<file path="src/rtl/core/watchdog_down_counter_core_defines.svh">
// Assertion helpers shared by the watchdog core modules.
// Each expects clk and rst to be visible in the module that uses it.
`ifndef WATCHDOG_DOWN_COUNTER_CORE_DEFINES_SVH
`define WATCHDOG_DOWN_COUNTER_CORE_DEFINES_SVH

// Same-cycle implication, disabled while reset is high.
`define WDC_ASSERT_IMP(lbl, ante, cons, msg) \
  lbl: assert property (@(posedge clk) disable iff (rst) (ante) |-> (cons)) \
    else $error(msg);

// Next-cycle implication, disabled while reset is high.
`define WDC_ASSERT_NXT(lbl, ante, cons, msg) \
  lbl: assert property (@(posedge clk) disable iff (rst) (ante) |=> (cons)) \
    else $error(msg);

`endif

</file>
<file path="src/rtl/core/wdc_pkg.sv">
`default_nettype none
package wdc_pkg;

  localparam int DATA_W           = 32;
  localparam int CTL_W            = 17;
  localparam int DIV_W            = 7;
  localparam int COUNTER_WIDTH_D  = 32;
  localparam int PRESCALE_WIDTH_D = 8;

  localparam int CTL_RSTEN_BIT  = 0;
  localparam int CTL_INTEN_BIT  = 2;
  localparam int CTL_CLKSEL_LSB = 3;
  localparam int CTL_ENABLE_BIT = 5;
  localparam int CTL_PRE_LSB    = 8;

  localparam logic [DATA_W-1:0] CNT_RESET_VAL = 32'h0000_8000;

  typedef enum logic [1:0] {
    ACT_TICK  = 2'd0,
    ACT_READ  = 2'd1,
    ACT_WRITE = 2'd2
  } action_t;

  typedef enum logic [1:0] {
    REG_CTRL   = 2'd0,
    REG_RELOAD = 2'd1,
    REG_COUNT  = 2'd2,
    REG_CLRINT = 2'd3
  } reg_idx_t;

  typedef enum logic {
    CFG_GATE   = 1'b0,
    CFG_UNMASK = 1'b1
  } cfg_idx_t;

  typedef struct packed {
    logic [1:0]        action;
    logic [1:0]        reg_index;
    logic [DATA_W-1:0] write_value;
  } in_beat_t;

  typedef struct packed {
    logic [DATA_W-1:0] read_value;
    logic              irq_out;
    logic              system_reset;
  } out_beat_t;

  // Divider terminal count by clock select: 15, 31, 63 or 127.
  function automatic logic [DIV_W-1:0] div_limit(input logic [1:0] sel);
    logic [DIV_W-1:0] lim;
    unique case (sel)
      2'd0:    lim = 7'd15;
      2'd1:    lim = 7'd31;
      2'd2:    lim = 7'd63;
      default: lim = 7'd127;
    endcase
    return lim;
  endfunction

endpackage
`default_nettype wire

</file>
<file path="src/rtl/core/watchdog_down_counter_core.sv">
// An accepted beat waits in the input register until the output register is free; a
// single-pass update then writes its result to the output register, which drives out_valid.
// Throughput: one beat per cycle while the output is not stalled.
// Reset (rst, synchronous, active high) clears both stages, the config gates, the
// control word, counters and flags; reload and count return to 0x8000.
`default_nettype none
module watchdog_down_counter_core
  import wdc_pkg::*;
#(
  parameter int COUNTER_WIDTH  = COUNTER_WIDTH_D,
  parameter int PRESCALE_WIDTH = PRESCALE_WIDTH_D
) (
  input  wire logic      clk,
  input  wire logic      rst,
  input  wire logic      cfg_we,
  input  wire logic      cfg_index,
  input  wire logic      cfg_data,
  input  wire logic      in_valid,
  output logic           in_ready,
  input  wire in_beat_t  in_beat,
  output logic           out_valid,
  input  wire logic      out_ready,
  output out_beat_t      out_beat
);

  logic      out_free;
  logic      fire;
  in_beat_t  item;
  out_beat_t res;
  logic      out_stall;

  assign out_stall = out_valid && !out_ready;

  wdc_in_stage u_in (
    .clk      (clk),
    .rst      (rst),
    .in_valid (in_valid),
    .in_ready (in_ready),
    .in_beat  (in_beat),
    .out_free (out_free),
    .fire     (fire),
    .item     (item)
  );

  wdc_engine #(
    .COUNTER_WIDTH  (COUNTER_WIDTH),
    .PRESCALE_WIDTH (PRESCALE_WIDTH)
  ) u_engine (
    .clk       (clk),
    .rst       (rst),
    .cfg_we    (cfg_we),
    .cfg_index (cfg_index),
    .cfg_data  (cfg_data),
    .fire      (fire),
    .item      (item),
    .res       (res)
  );

  wdc_out_stage u_out (
    .clk       (clk),
    .rst       (rst),
    .load      (fire),
    .res       (res),
    .out_free  (out_free),
    .out_valid (out_valid),
    .out_ready (out_ready),
    .out_beat  (out_beat)
  );

`include "watchdog_down_counter_core_defines.svh"

  `WDC_ASSERT_IMP(a_stall_backs_up, out_stall && !in_ready, !fire, "beat advanced into full output")
  `WDC_ASSERT_NXT(a_fire_fills_out, fire, out_valid, "result lost after advance")

endmodule
`default_nettype wire

</file>
<file path="src/rtl/core/wdc_in_stage.sv">
`default_nettype none
module wdc_in_stage
  import wdc_pkg::*;
(
  input  wire logic     clk,
  input  wire logic     rst,
  input  wire logic     in_valid,
  output logic          in_ready,
  input  wire in_beat_t in_beat,
  input  wire logic     out_free,
  output logic          fire,
  output in_beat_t      item
);

  logic     valid;
  in_beat_t beat;

  assign fire     = valid && out_free;
  assign in_ready = !valid || out_free;
  assign item     = beat;

  always_ff @(posedge clk) begin
    if (rst) begin
      valid <= 1'b0;
    end else if (in_ready) begin
      valid <= in_valid;
    end
  end

  always_ff @(posedge clk) begin
    if (in_valid && in_ready) begin
      beat <= in_beat;
    end
  end

endmodule
`default_nettype wire

</file>
<file path="src/rtl/core/wdc_engine.sv">
`default_nettype none
module wdc_engine
  import wdc_pkg::*;
#(
  parameter int COUNTER_WIDTH  = COUNTER_WIDTH_D,
  parameter int PRESCALE_WIDTH = PRESCALE_WIDTH_D
) (
  input  wire logic     clk,
  input  wire logic     rst,
  input  wire logic     cfg_we,
  input  wire logic     cfg_index,
  input  wire logic     cfg_data,
  input  wire logic     fire,
  input  wire in_beat_t item,
  output out_beat_t     res
);

  localparam int CW = COUNTER_WIDTH;
  localparam int PW = PRESCALE_WIDTH;

  logic             gate_en;
  logic             rst_unmask;
  logic [CTL_W-1:0] ctl,           ctl_next;
  logic [CW-1:0]    reload,        reload_next;
  logic [CW-1:0]    count,         count_next;
  logic [PW-1:0]    pre_cnt,       pre_cnt_next;
  logic [DIV_W-1:0] div_cnt,       div_cnt_next;
  logic             irq_pending,   irq_pending_next;
  logic             reset_latched, reset_latched_next;

  logic [PW-1:0]     pre_lim;
  logic [DIV_W-1:0]  div_lim;
  logic              running;
  logic              step;
  logic [DATA_W-1:0] rd;
  action_t           act;
  reg_idx_t          ridx;
  logic              clr_int;

  assign act     = action_t'(item.action);
  assign ridx    = reg_idx_t'(item.reg_index);
  assign pre_lim = ctl[CTL_PRE_LSB +: PW];
  assign div_lim = div_limit(ctl[CTL_CLKSEL_LSB +: 2]);
  assign running = ctl[CTL_ENABLE_BIT] && gate_en;
  // Counter steps when both prescaler and divider wrap on this tick.
  assign step    = running && (pre_cnt >= pre_lim) && (div_cnt >= div_lim);
  assign clr_int = fire && act == ACT_WRITE && ridx == REG_CLRINT;

  always_comb begin
    ctl_next           = ctl;
    reload_next        = reload;
    count_next         = count;
    pre_cnt_next       = pre_cnt;
    div_cnt_next       = div_cnt;
    irq_pending_next   = irq_pending;
    reset_latched_next = reset_latched;
    rd                 = '0;
    unique case (act)
      ACT_TICK: begin
        if (running) begin
          if (pre_cnt >= pre_lim) begin
            pre_cnt_next = '0;
            if (div_cnt >= div_lim) begin
              div_cnt_next = '0;
            end else begin
              div_cnt_next = div_cnt + DIV_W'(1);
            end
          end else begin
            pre_cnt_next = pre_cnt + PW'(1);
          end
        end
        if (step) begin
          // One or zero both count as reaching zero.
          if (count <= CW'(1)) begin
            count_next = reload;
            if (ctl[CTL_INTEN_BIT]) begin
              irq_pending_next = 1'b1;
            end
            if (ctl[CTL_RSTEN_BIT] && rst_unmask) begin
              reset_latched_next = 1'b1;
            end
          end else begin
            count_next = count - CW'(1);
          end
        end
      end
      ACT_READ: begin
        unique case (ridx)
          REG_CTRL:   rd = DATA_W'(ctl);
          REG_RELOAD: rd = DATA_W'(reload);
          REG_COUNT:  rd = DATA_W'(count);
          REG_CLRINT: rd = '0;
        endcase
      end
      ACT_WRITE: begin
        unique case (ridx)
          REG_CTRL: begin
            ctl_next     = item.write_value[CTL_W-1:0];
            pre_cnt_next = '0;
            div_cnt_next = '0;
          end
          REG_RELOAD: reload_next      = item.write_value[CW-1:0];
          REG_COUNT:  count_next       = item.write_value[CW-1:0];
          REG_CLRINT: irq_pending_next = 1'b0;
        endcase
      end
      default: begin
        // unused action: hold everything
      end
    endcase
  end

  assign res.read_value   = rd;
  assign res.irq_out      = irq_pending_next;
  assign res.system_reset = reset_latched_next;

  always_ff @(posedge clk) begin
    if (rst) begin
      gate_en    <= 1'b0;
      rst_unmask <= 1'b0;
    end else if (cfg_we) begin
      unique case (cfg_idx_t'(cfg_index))
        CFG_GATE:   gate_en    <= cfg_data;
        CFG_UNMASK: rst_unmask <= cfg_data;
      endcase
    end
  end

  always_ff @(posedge clk) begin
    if (rst) begin
      ctl           <= '0;
      reload        <= CNT_RESET_VAL[CW-1:0];
      count         <= CNT_RESET_VAL[CW-1:0];
      pre_cnt       <= '0;
      div_cnt       <= '0;
      irq_pending   <= 1'b0;
      reset_latched <= 1'b0;
    end else if (fire) begin
      ctl           <= ctl_next;
      reload        <= reload_next;
      count         <= count_next;
      pre_cnt       <= pre_cnt_next;
      div_cnt       <= div_cnt_next;
      irq_pending   <= irq_pending_next;
      reset_latched <= reset_latched_next;
    end
  end

`include "watchdog_down_counter_core_defines.svh"

  `WDC_ASSERT_NXT(a_reset_sticky, reset_latched, reset_latched, "reset latch dropped")
  `WDC_ASSERT_NXT(a_clr_irq, clr_int, !irq_pending, "irq not cleared")
  `WDC_ASSERT_IMP(a_pre_bound, 1'b1, pre_cnt <= pre_lim, "prescaler past limit")
  `WDC_ASSERT_IMP(a_div_bound, 1'b1, div_cnt <= div_lim, "divider past limit")

endmodule
`default_nettype wire

</file>
<file path="src/rtl/core/wdc_out_stage.sv">
`default_nettype none
module wdc_out_stage
  import wdc_pkg::*;
(
  input  wire logic      clk,
  input  wire logic      rst,
  input  wire logic      load,
  input  wire out_beat_t res,
  output logic           out_free,
  output logic           out_valid,
  input  wire logic      out_ready,
  output out_beat_t      out_beat
);

  logic      valid;
  out_beat_t beat;

  assign out_free  = !valid || out_ready;
  assign out_valid = valid;
  assign out_beat  = beat;

  always_ff @(posedge clk) begin
    if (rst) begin
      valid <= 1'b0;
    end else if (out_free) begin
      valid <= load;
    end
  end

  always_ff @(posedge clk) begin
    if (load) begin
      beat <= res;
    end
  end

endmodule
`default_nettype wire

</file>
<file path="config.mk">
export PLATFORM = sky130hd
export DESIGN_NAME = watchdog_down_counter_core
export DESIGN_NICKNAME = d
export VERILOG_FILES = /design/src/rtl/core/wdc_pkg.sv /design/src/rtl/core/watchdog_down_counter_core.sv /design/src/rtl/core/wdc_in_stage.sv /design/src/rtl/core/wdc_engine.sv /design/src/rtl/core/wdc_out_stage.sv
export VERILOG_INCLUDE_DIRS = /design/src /design/src/rtl/core
export SDC_FILE = /design/constraint.sdc
export NUM_CORES = 1
export LEC_CHECK = 0
export BUFFER_PORTS_ARGS = -buffer_cell sky130_fd_sc_hd__buf_2
export CORE_MARGIN = 2
export CORE_UTILIZATION = 51
export CTS_BUF_LIST = sky130_fd_sc_hd__clkbuf_4 sky130_fd_sc_hd__clkbuf_8 sky130_fd_sc_hd__clkbuf_16
export DETAILED_ROUTE_END_ITERATION = 12
export PLACE_DENSITY = 0.78
export SLEW_MARGIN = 25
export SYNTH_ARGS = -nofsm -noshare
export SYNTH_HDL_FRONTEND = slang
export SYNTH_SLANG_ARGS = --single-unit
</file>
<file path="constraint.sdc">
create_clock -name clk -period 4.35 [get_ports clk]
set_input_delay 0.435 -clock clk [delete_from_list [all_inputs] [get_ports clk]]
set_output_delay 0.435 -clock clk [all_outputs]
set_load 0.02 [all_outputs]
</file>
Yosys cells after proc, flatten, opt, wreduce, memory -nomap -nowiden:

Cells that the tools add are included.

* $add $sub $neg: 3
* multipliers: 0
* divide/modulo/power cells: 0
* $lt $le $gt $ge: 3
* eq/ne operators: 12
* shift operators: 0
* muxes and demuxes: 24
* bitwise operators: 1
* reductions and logical operators: 21

Operators with widths (number)
* $pmux W32 S4: 1
* $mux W32: 3
* $pmux W32 S2: 1
* $le A32 B1 Y1 const B: 1
* $sub A32 B1 Y32 const B: 1
* $mux W7: 4
* $mux W8: 3
* $pmux W7 S3: 1
* $pmux W8 S2: 1
* $pmux W7 S2: 1
* $add A8 B1 Y8 const B: 1
* $eq A2 B2 Y1 const B: 4
* $ge A8 B8 Y1: 1
* $mux W1: 8
* $reduce_and A4 Y1: 2
* $add A7 B1 Y7 const B: 1
* $ge A7 B7 Y1: 1
* $eq A2 B1 Y1 const B: 3
* $logic_and A1 B1 Y1: 6
* $logic_not A2 Y1: 3
* $ne A2 B1 Y1 const B: 3
* $reduce_and A3 Y1: 2
* $reduce_and A5 Y1: 1
* $ne A2 B2 Y1 const B: 2
* 6 further kinds: 9

* flip-flop bits (word level): 172
* bits in latches: 0
* bits in writable memories: 0
* memory bits (read-only): 0
* logic and storage cells: 81
* memories: 0

Longest topological paths before layout:

Gate-level depths: netlist (run 1).

* depth after elaboration: 7
* gate-level depth with buffers: 10
* gate-level depth less buffers: 8

By module:

From an unflattened synthesis (run 1), not the netlist that was laid out.

* cell total of the unflattened synthesis: 874
* area, all modules: 8079.0 µm²

Modules (own cells, without submodules)
* wdc_engine: times used 1, cells an instance 794, area each 5868.1 µm², seq. area each 2001.9 µm²
* wdc_in_stage: times used 1, cells an instance 42, area each 1143.6 µm², seq. area each 1101.1 µm²
* wdc_out_stage: times used 1, cells an instance 38, area each 1067.3 µm², seq. area each 1041.0 µm²

Least setup slack after synthesis (run 1):

No wires, ideal clock.

* path type: input to register
* start: input out_ready
* end: register u_engine.count[28]
* setup time: 0.091 ns
* data arrival time: 2.539 ns
* required time: 4.259 ns
* setup slack: 1.720 ns
* stages on the path: 7
* buffers on the path: 2
* path through: nand2b_1 > nand2_1 > inv_1 > buf_2 > buf_1 > a21oi_1 > a311oi_1

* longest elaborated chain between the ends: 3

Ends and longest elaborated chain
* start: declaration: RTL line watchdog_down_counter_core.sv:22 `input wire logic out_ready,`
* $logic_or A1 B1 Y1: RTL line wdc_out_stage.sv:18 `assign out_free = !valid || out_ready;`
* $logic_and A1 B1 Y1: RTL line wdc_in_stage.sv:18 `assign fire = valid && out_free;`
* net fire: RTL line watchdog_down_counter_core.sv:27 `logic fire;`
* $reduce_and A4 Y1 (no line)
* end signal: assignment: RTL line wdc_engine.sv:133 `count <= CNT_RESET_VAL[CW-1:0];`
* end signal: assignment: RTL line wdc_engine.sv:141 `count <= count_next;`
* end: declaration: RTL line wdc_engine.sv:25 `logic [CW-1:0] count, count_next;`

The timed path passes the listed nets, and every way through them passes these cells.
A chain may end at the register's enable or synchronous reset.

Worst setup path after layout (run 1):

* start: register u_engine.ctl[4]
* end: register u_engine.count[28]

* longest elaborated chain between the ends: 6

Ends and longest elaborated chain
* start: declaration: RTL line wdc_engine.sv:23 `logic [CTL_W-1:0] ctl, ctl_next;`
* start signal: assignment: RTL line wdc_engine.sv:139 `ctl <= ctl_next;`
* $eq A2 B2 Y1 (tied with other cells): RTL line wdc_pkg.sv:51 `unique case (sel)`
* $pmux W7 S3 *: RTL line wdc_pkg.sv:51
* $ge A7 B7 Y1 *: RTL line wdc_engine.sv:46 `assign step = running && (pre_cnt >= pre_lim) && (div_cnt >= div_lim);`
* $logic_and A1 B1 Y1 *: RTL line wdc_engine.sv:46
* $ne A2 B1 Y1 (no line) *
* $reduce_and A4 Y1 (no line) *

Every way passes the cells marked *; elsewhere a longest branch is shown, timed or not.

==> results of run 1 <==
-- cell families after synthesis --
logic type	after synthesis	synth area share
xor gates and xnor gates	21	0.0222
adders and majority gates	15	0.0226
muxes	20	0.0243
AOI/OAI and AO/OA	225	0.178
DFF	172	0.500
buffers and inverters	82	0.0421
and+or+nand+nor	368	0.211
-- Yosys cell counts, types with 10 or more instances --
library cell,number,area (sq um)
a21oi_1,105,526
a22oi_1,15,113
a311oi_1,19,166
a31oi_1,10,62.6
clkbuf_1,46,173
dfxtp_1,102,2040
edfxtp_1,70,2100
ha_1,15,188
inv_1,17,63.8
mux2i_1,19,190
nand2_1,159,597
nand3_1,22,110
nor2_1,97,364
nor3_1,13,65.1
nor4_1,11,68.8
o211ai_1,15,113
o21ai_0,14,70.1
o31ai_1,12,90.1
xnor2_1,11,96.3
xor2_1,10,87.6
-- area by class of cell --
| type | count | area [sq um] | area share |
|---|---|---|---|
| clock buffer | 20 | 454 | 0.0480 |
| tap | 216 | 270 | 0.0286 |
| multi-input combinational | 649 | 3820 | 0.404 |
| timing repair buffer | 95 | 518 | 0.0548 |
| inverter | 17 | 63.8 | 0.00675 |
| sequential | 172 | 4140 | 0.438 |
| clock inverter | 12 | 188 | 0.0198 |
-- worst paths after layout --
| check | from | endpoint | slack, ns | cells past startpoint |
|---|---|---|---|---|
| setup reg to reg | u_engine.ctl[4] | u_engine.count[28] | 1.22 | 9 |
| hold reg to reg | u_engine.ctl[1] | u_engine.ctl[1] | 0.46 | 2 |
| setup / recovery | u_engine.ctl[4] | u_engine.count[28] | 1.22 | 9 |
| hold / removal | in_beat[8] | u_in.item[8] | 0.18 | 1 |
-- metal layers --
| layer | GRT usage | wire length [um] | up-vias |
|---|---|---|---|
| li1 | - | - | 3366 |
| met1 | 0.344 | 9090 | 3323 |
| met2 | 0.379 | 9570 | 367 |
| met3 | 0.0502 | 1920 | 38 |
| met4 | 0.0900 | 468 | 0 |
| met5 | 0 | 0 | - |
-- sequential cells by signal, indices dropped and copies added (netlist names), 7 cells and up --
signal            cells
u_engine.count       32
u_engine.ctl         17
u_engine.div_cnt      7
u_engine.pre_cnt      8
u_engine.reload      32
u_in.item            36
u_out.out_beat       34
-- power groups by stage --
stage	logic (mW)	registers [mW]	clock network, mW
2_1_floorplan	0.164	1.79	0
3_3_place_gp	0.251	1.79	0
3_5_place_dp	0.254	1.79	0
4_1_cts	0.256	1.75	1.66
5_1_grt	0.282	1.76	1.72
6_report	0.259	1.75	1.63
-- critical path, cell delays in order, from the launching register on --
cell	delay (ns)
dfxtp_1	0.41
inv_1	0.07
ha_1	0.30
nand4_1	0.09
o21ai_0	0.28
a21oi_1	0.24
o31a_1	0.39
nor2_1	0.68
buf_4	0.40
a311oi_1	0.14
-- per-stage QoR --
step                      std cells  total power [mW]  setup WS [ns]  utilization
final                          1181              3.65           1.22        0.595
after global routing           1181              3.76          0.985        0.595
after CTS                      1181              3.67           1.26        0.595
after detailed placement       1149              2.04           1.30        0.555
after global placement         1149              2.04           1.42        0.555
after floorplan                 903              1.96           1.72            -
==> results_dict.tcl, run 1 <==
set metrics [dict create \
    post_drt_wl_per_cell_um 17.8 \
    tightest_slew_ns 1.04 \
    cts_max_level 4 \
    final_common_cell "nand2_1" \
    postRouteAntennaNets 0 \
    synthCells 903 \
    nNetsFinal 1010 \
    fin_area_sq_mm 0.00946 \
    die_h_um 131 \
    hold_buffers 0 \
    pwr-share-seq 0.481 \
    fillers 1381 \
    peakVddDrop_mv 0.232 \
    final_cell_mix "nand2_1, a21oi_1, dfxtp_1, nor2_1, buf_2" \
    grt.total_usage 0.246 \
    antennaDiodeCount 0 \
    max_slew_margin 0.307 \
    critPathArrivalTime_ns 3.43 \
    holdWs_ns 0.175 \
    postCtsSetupBuffers 0 \
    start_util 0.522 \
    grt_pass1_wl_mm 34.3 \
    pwr-share-clk 0.448 \
    fin_crit_ns 3.13 \
    gp_congestion 0.922 \
    critPathMaxFanout 18 \
    clk_pin_slew_ns 0.07 \
    worstPathRequired_ns 4.65 \
    layout-drive-gt1-share 0.158 \
    syn_area_sq_mm 0.00829 \
    remaining_drc_errors 0 \
    pwr-share-comb 0.071 \
    internal_power_mw 2.81 \
    cp-end-kind "flip-flop" \
    wirelength_mm 21.1 \
    num_io_pins 79 \
    cts_resized 0 \
    cts.path.max_buffers 2 \
    numPortBuffers 78 \
    synth-edff-count 70 \
    drt_iter0_drc 827 \
    grt_pass1_vias 6564 \
    cts_tree "done" \
    max_freq_ghz 0.319 \
    synth_warnings 0 \
    via_per_inst 6.01 \
    dpl.hpwl_mm 14.1 \
    cp-start-kind "flip-flop" \
    status "completed" \
    cts_sinks 172 \
    core_area_sq_mm 0.0159 \
    antenna_found_initial 0 \
    fin_crit_sh 0.720 \
    leakagePower_nw 3.46 \
    p_per_area_mw_per_mm2 386 \
    tns_ns 0 \
    fin_skew_ns 0.0100 \
    die_w_um 131 \
    fp.dieArea_sq_mm 0.0173 \
    min_path_type "primary input to flip-flop" \
    finalSetupViolCount 0 \
    async_flop_share 0 \
    syn_nets 961 \
    area_growth_pct 14.1 \
    grt_start_max_net_pins 51 \
    maxCapViolCount 0 \
    root_buffer "clkbuf_16" \
    post_dp_cell_area_sq_mm 0.00882 \
    yosysSeqAreaShare 0.500 \
    p_sw_uw 839 \
    ys_ff_latch 172 \
    finalMaxSlewViolations 0 \
    clk_latency_ns 0.43 \
    dr.pass1.iters 6 \
    post_synth_num_cell_types 67 \
    crit_type "flip-flop to flip-flop" \
    overflow 0 \
    numCtsBuffers 17 \
    ys.flop_type "dfxtp_1" \
    switching_share 0.230 \
    dr_total_vias 7094 \
    num_rows 46 \
    syn_area_per_cell_sq_um 9.18 \
    hold_viol_final 0 \
    rsz0062_at_grt "false" \
]
Power figures use the tool's default switching activity.
==> run 2, diff against run 1 <==
==> constraint.sdc (replaced) <==
create_clock -name clk -period 2.9 [get_ports clk]
set_input_delay 0.29 -clock clk [delete_from_list [all_inputs] [get_ports clk]]
set_output_delay 0.29 -clock clk [all_outputs]
set_load 0.02 [all_outputs]
==> run 2 against run 1 <==
  * First-iteration DRC count increased by 8.6%
  * Utilization increased by 0.50 points
  * Fmax increased by 13%
  * Global-route usage decreased by 0.097 points
  * Clock power increased by 32%
==> results_dict.tcl, run 2 (synthesis results as in run 1) <==
set metrics [dict create \
    grt_start_max_net_pins 87 \
    die_w_um 131 \
    max_freq_ghz 0.361 \
    p_per_area_mw_per_mm2 544 \
    nNetsFinal 1028 \
    fin_skew_ns 0.00696 \
    setup_ws_ns 0.130 \
    cts_tree "done" \
    wirelength_mm 21.2 \
    dpl.hpwl_mm 14.1 \
    status "completed" \
    power_mw 5.19 \
    post_dp_cell_area_sq_mm 0.00895 \
    final_cell_mix "nand2_1, a21oi_1, dfxtp_1, nor2_1, buf_2" \
    tns_ns 0 \
    num_io_pins 79 \
    place_ws_ns 0.157 \
    cts_max_level 4 \
    peakVddDrop_mv 0.396 \
    numPortBuffers 78 \
    critPathMaxFanout 18 \
    maxCapViolCount 0 \
    cp-start-kind "flip-flop" \
    rr_endpoint "u_engine.count[25]" \
    postLayoutCoreUtil 0.600 \
    fp.dieArea_sq_mm 0.0173 \
    drt_iter0_drc 898 \
    grt_pass1_wl_mm 34.0 \
    leakagePower_nw 3.51 \
    layout-drive-gt1-share 0.170 \
    dr.pass1.iters 6 \
    finalSetupViolCount 0 \
    ff2ff_path_depth 9 \
    num_rows 46 \
    clk_latency_ns 0.43 \
    root_buffer "clkbuf_16" \
    antenna_found_initial 0 \
    min_path_type "primary input to flip-flop" \
    finalMaxSlewViolations 0 \
    clk_pin_slew_ns 0.06 \
    fin_crit_sh 0.955 \
    rrSetupSlack_ns 0.13 \
    die_h_um 131 \
    crit_chain "inv_1 -> ha_1 -> nand2b_1 -> a2111o_1 -> a221oi_4 -> o31a_1 -> nor2_1 -> buf_12 -> a311oi_1" \
    postRouteAntennaNets 0 \
    hold_path_depth 1 \
    final_common_cell "nand2_1" \
    worstPathRequired_ns 3.22 \
    cts.path.max_buffers 2 \
    hold_viol_final 0 \
    area_growth_pct 15.1 \
    r2r-start "u_engine.pre_cnt[0]" \
    antennaDiodeCount 0 \
    max_stage_delay_ns 0.59 \
    largest_register_ffs 36 \
    hold_end "u_in.item[31]" \
    rsz0062_at_grt "true" \
    grt_pass1_vias 6431 \
    tightest_slew_ns 0.983 \
    worstHoldStart "in_beat[31]" \
    core_area_sq_mm 0.0159 \
    via_per_inst 5.98 \
    cpMaxStageDelayCell "a221oi_4" \
    numCtsBuffers 17 \
    dr_total_vias 7166 \
    cts_sinks 172 \
    critPathArrivalTime_ns 3.09 \
    fin_area_sq_mm 0.00954 \
    post_drt_wl_per_cell_um 17.7 \
    fin_crit_ns 2.77 \
    start_util 0.522 \
    max_slew_margin 0.345 \
    overflow 0 \
    grt.total_usage 0.245 \
    remaining_drc_errors 0 \
    gp_congestion 0.934 \
    fillers 1401 \
    cp-end-kind "flip-flop" \
    crit_type "flip-flop to flip-flop" \
]
-- run 2: cell count changes in the layout (fill, tap and decap cells not counted), moves of 2 or more --
cell and delta:
bufinv_16 -3, clkinv_2 +2, buf_4 +15, clkinv_1 +3
-- run 2: worst max-delay path by stage --
stage	from	endpoint	slack [ns]
finish	u_engine.pre_cnt[0]	u_engine.count[25]	0.13
global route	u_engine.ctl[4]	u_engine.count[31]	-0.01
global placement	u_engine.ctl[4]	u_engine.count[22]	0.22
floorplan	u_out.out_valid	u_engine.count[28]	0.33
detailed placement	u_engine.ctl[4]	u_engine.count[20]	0.16
CTS	u_engine.ctl[4]	u_engine.count[25]	0.07
-- run 2: timing repair --
| item | CTS | global route |
|---|---|---|
| buffers inserted | 0 | 0 |
| endpoints found under the setup margin | 0 | 21 |
| hold buffers | 0 | 0 |
| resized for setup | 0 | 3 |
-- run 2: critical path, delay by kind of cell, from the launching register on --
kind,cells,cell delay [ns]
flops,1,0.35
compound gates,4,1.51
fa+ha+maj,1,0.28
buf+inv,2,0.27
simple gates,2,0.24
-- run 2: metrics by stage --
stage	std cells	hold slack (ns)
2_1_floorplan	903	0.389
3_5_place_dp	1166	0.449
6_report	1199	0.0293
4_1_cts	1198	0.0164
3_3_place_gp	1166	0.446
5_1_grt	1199	0.0204
-- run 2: per-layer routing --
metal / up-vias / GRT usage / wire [um]
li1: 3402 / - / -
met1: 3353 / 0.359 / 9620
met2: 370 / 0.363 / 9200
met3: 41 / 0.0440 / 1960
met4: 0 / 0.0888 / 461
met5: - / 0 / 0
-- run 2: power breakdown --
part	switching (mW)	total (mW)	internal [mW]
combinational	0.261	0.406	0.145
clock	0.938	2.15	1.21
sequential	0.0483	2.63	2.58
total	1.25	5.19	3.94
-- run 2: cell type report --
cell class | count | area, sq um | share of cell area
multi-input combinational | 650 | 3850 | 0.403
clock buffer | 20 | 454 | 0.0476
timing repair buffer | 112 | 662 | 0.0694
tap | 216 | 270 | 0.0283
sequential | 172 | 4140 | 0.434
clock inverter | 12 | 97.6 | 0.0102
inverter | 17 | 63.8 | 0.00669
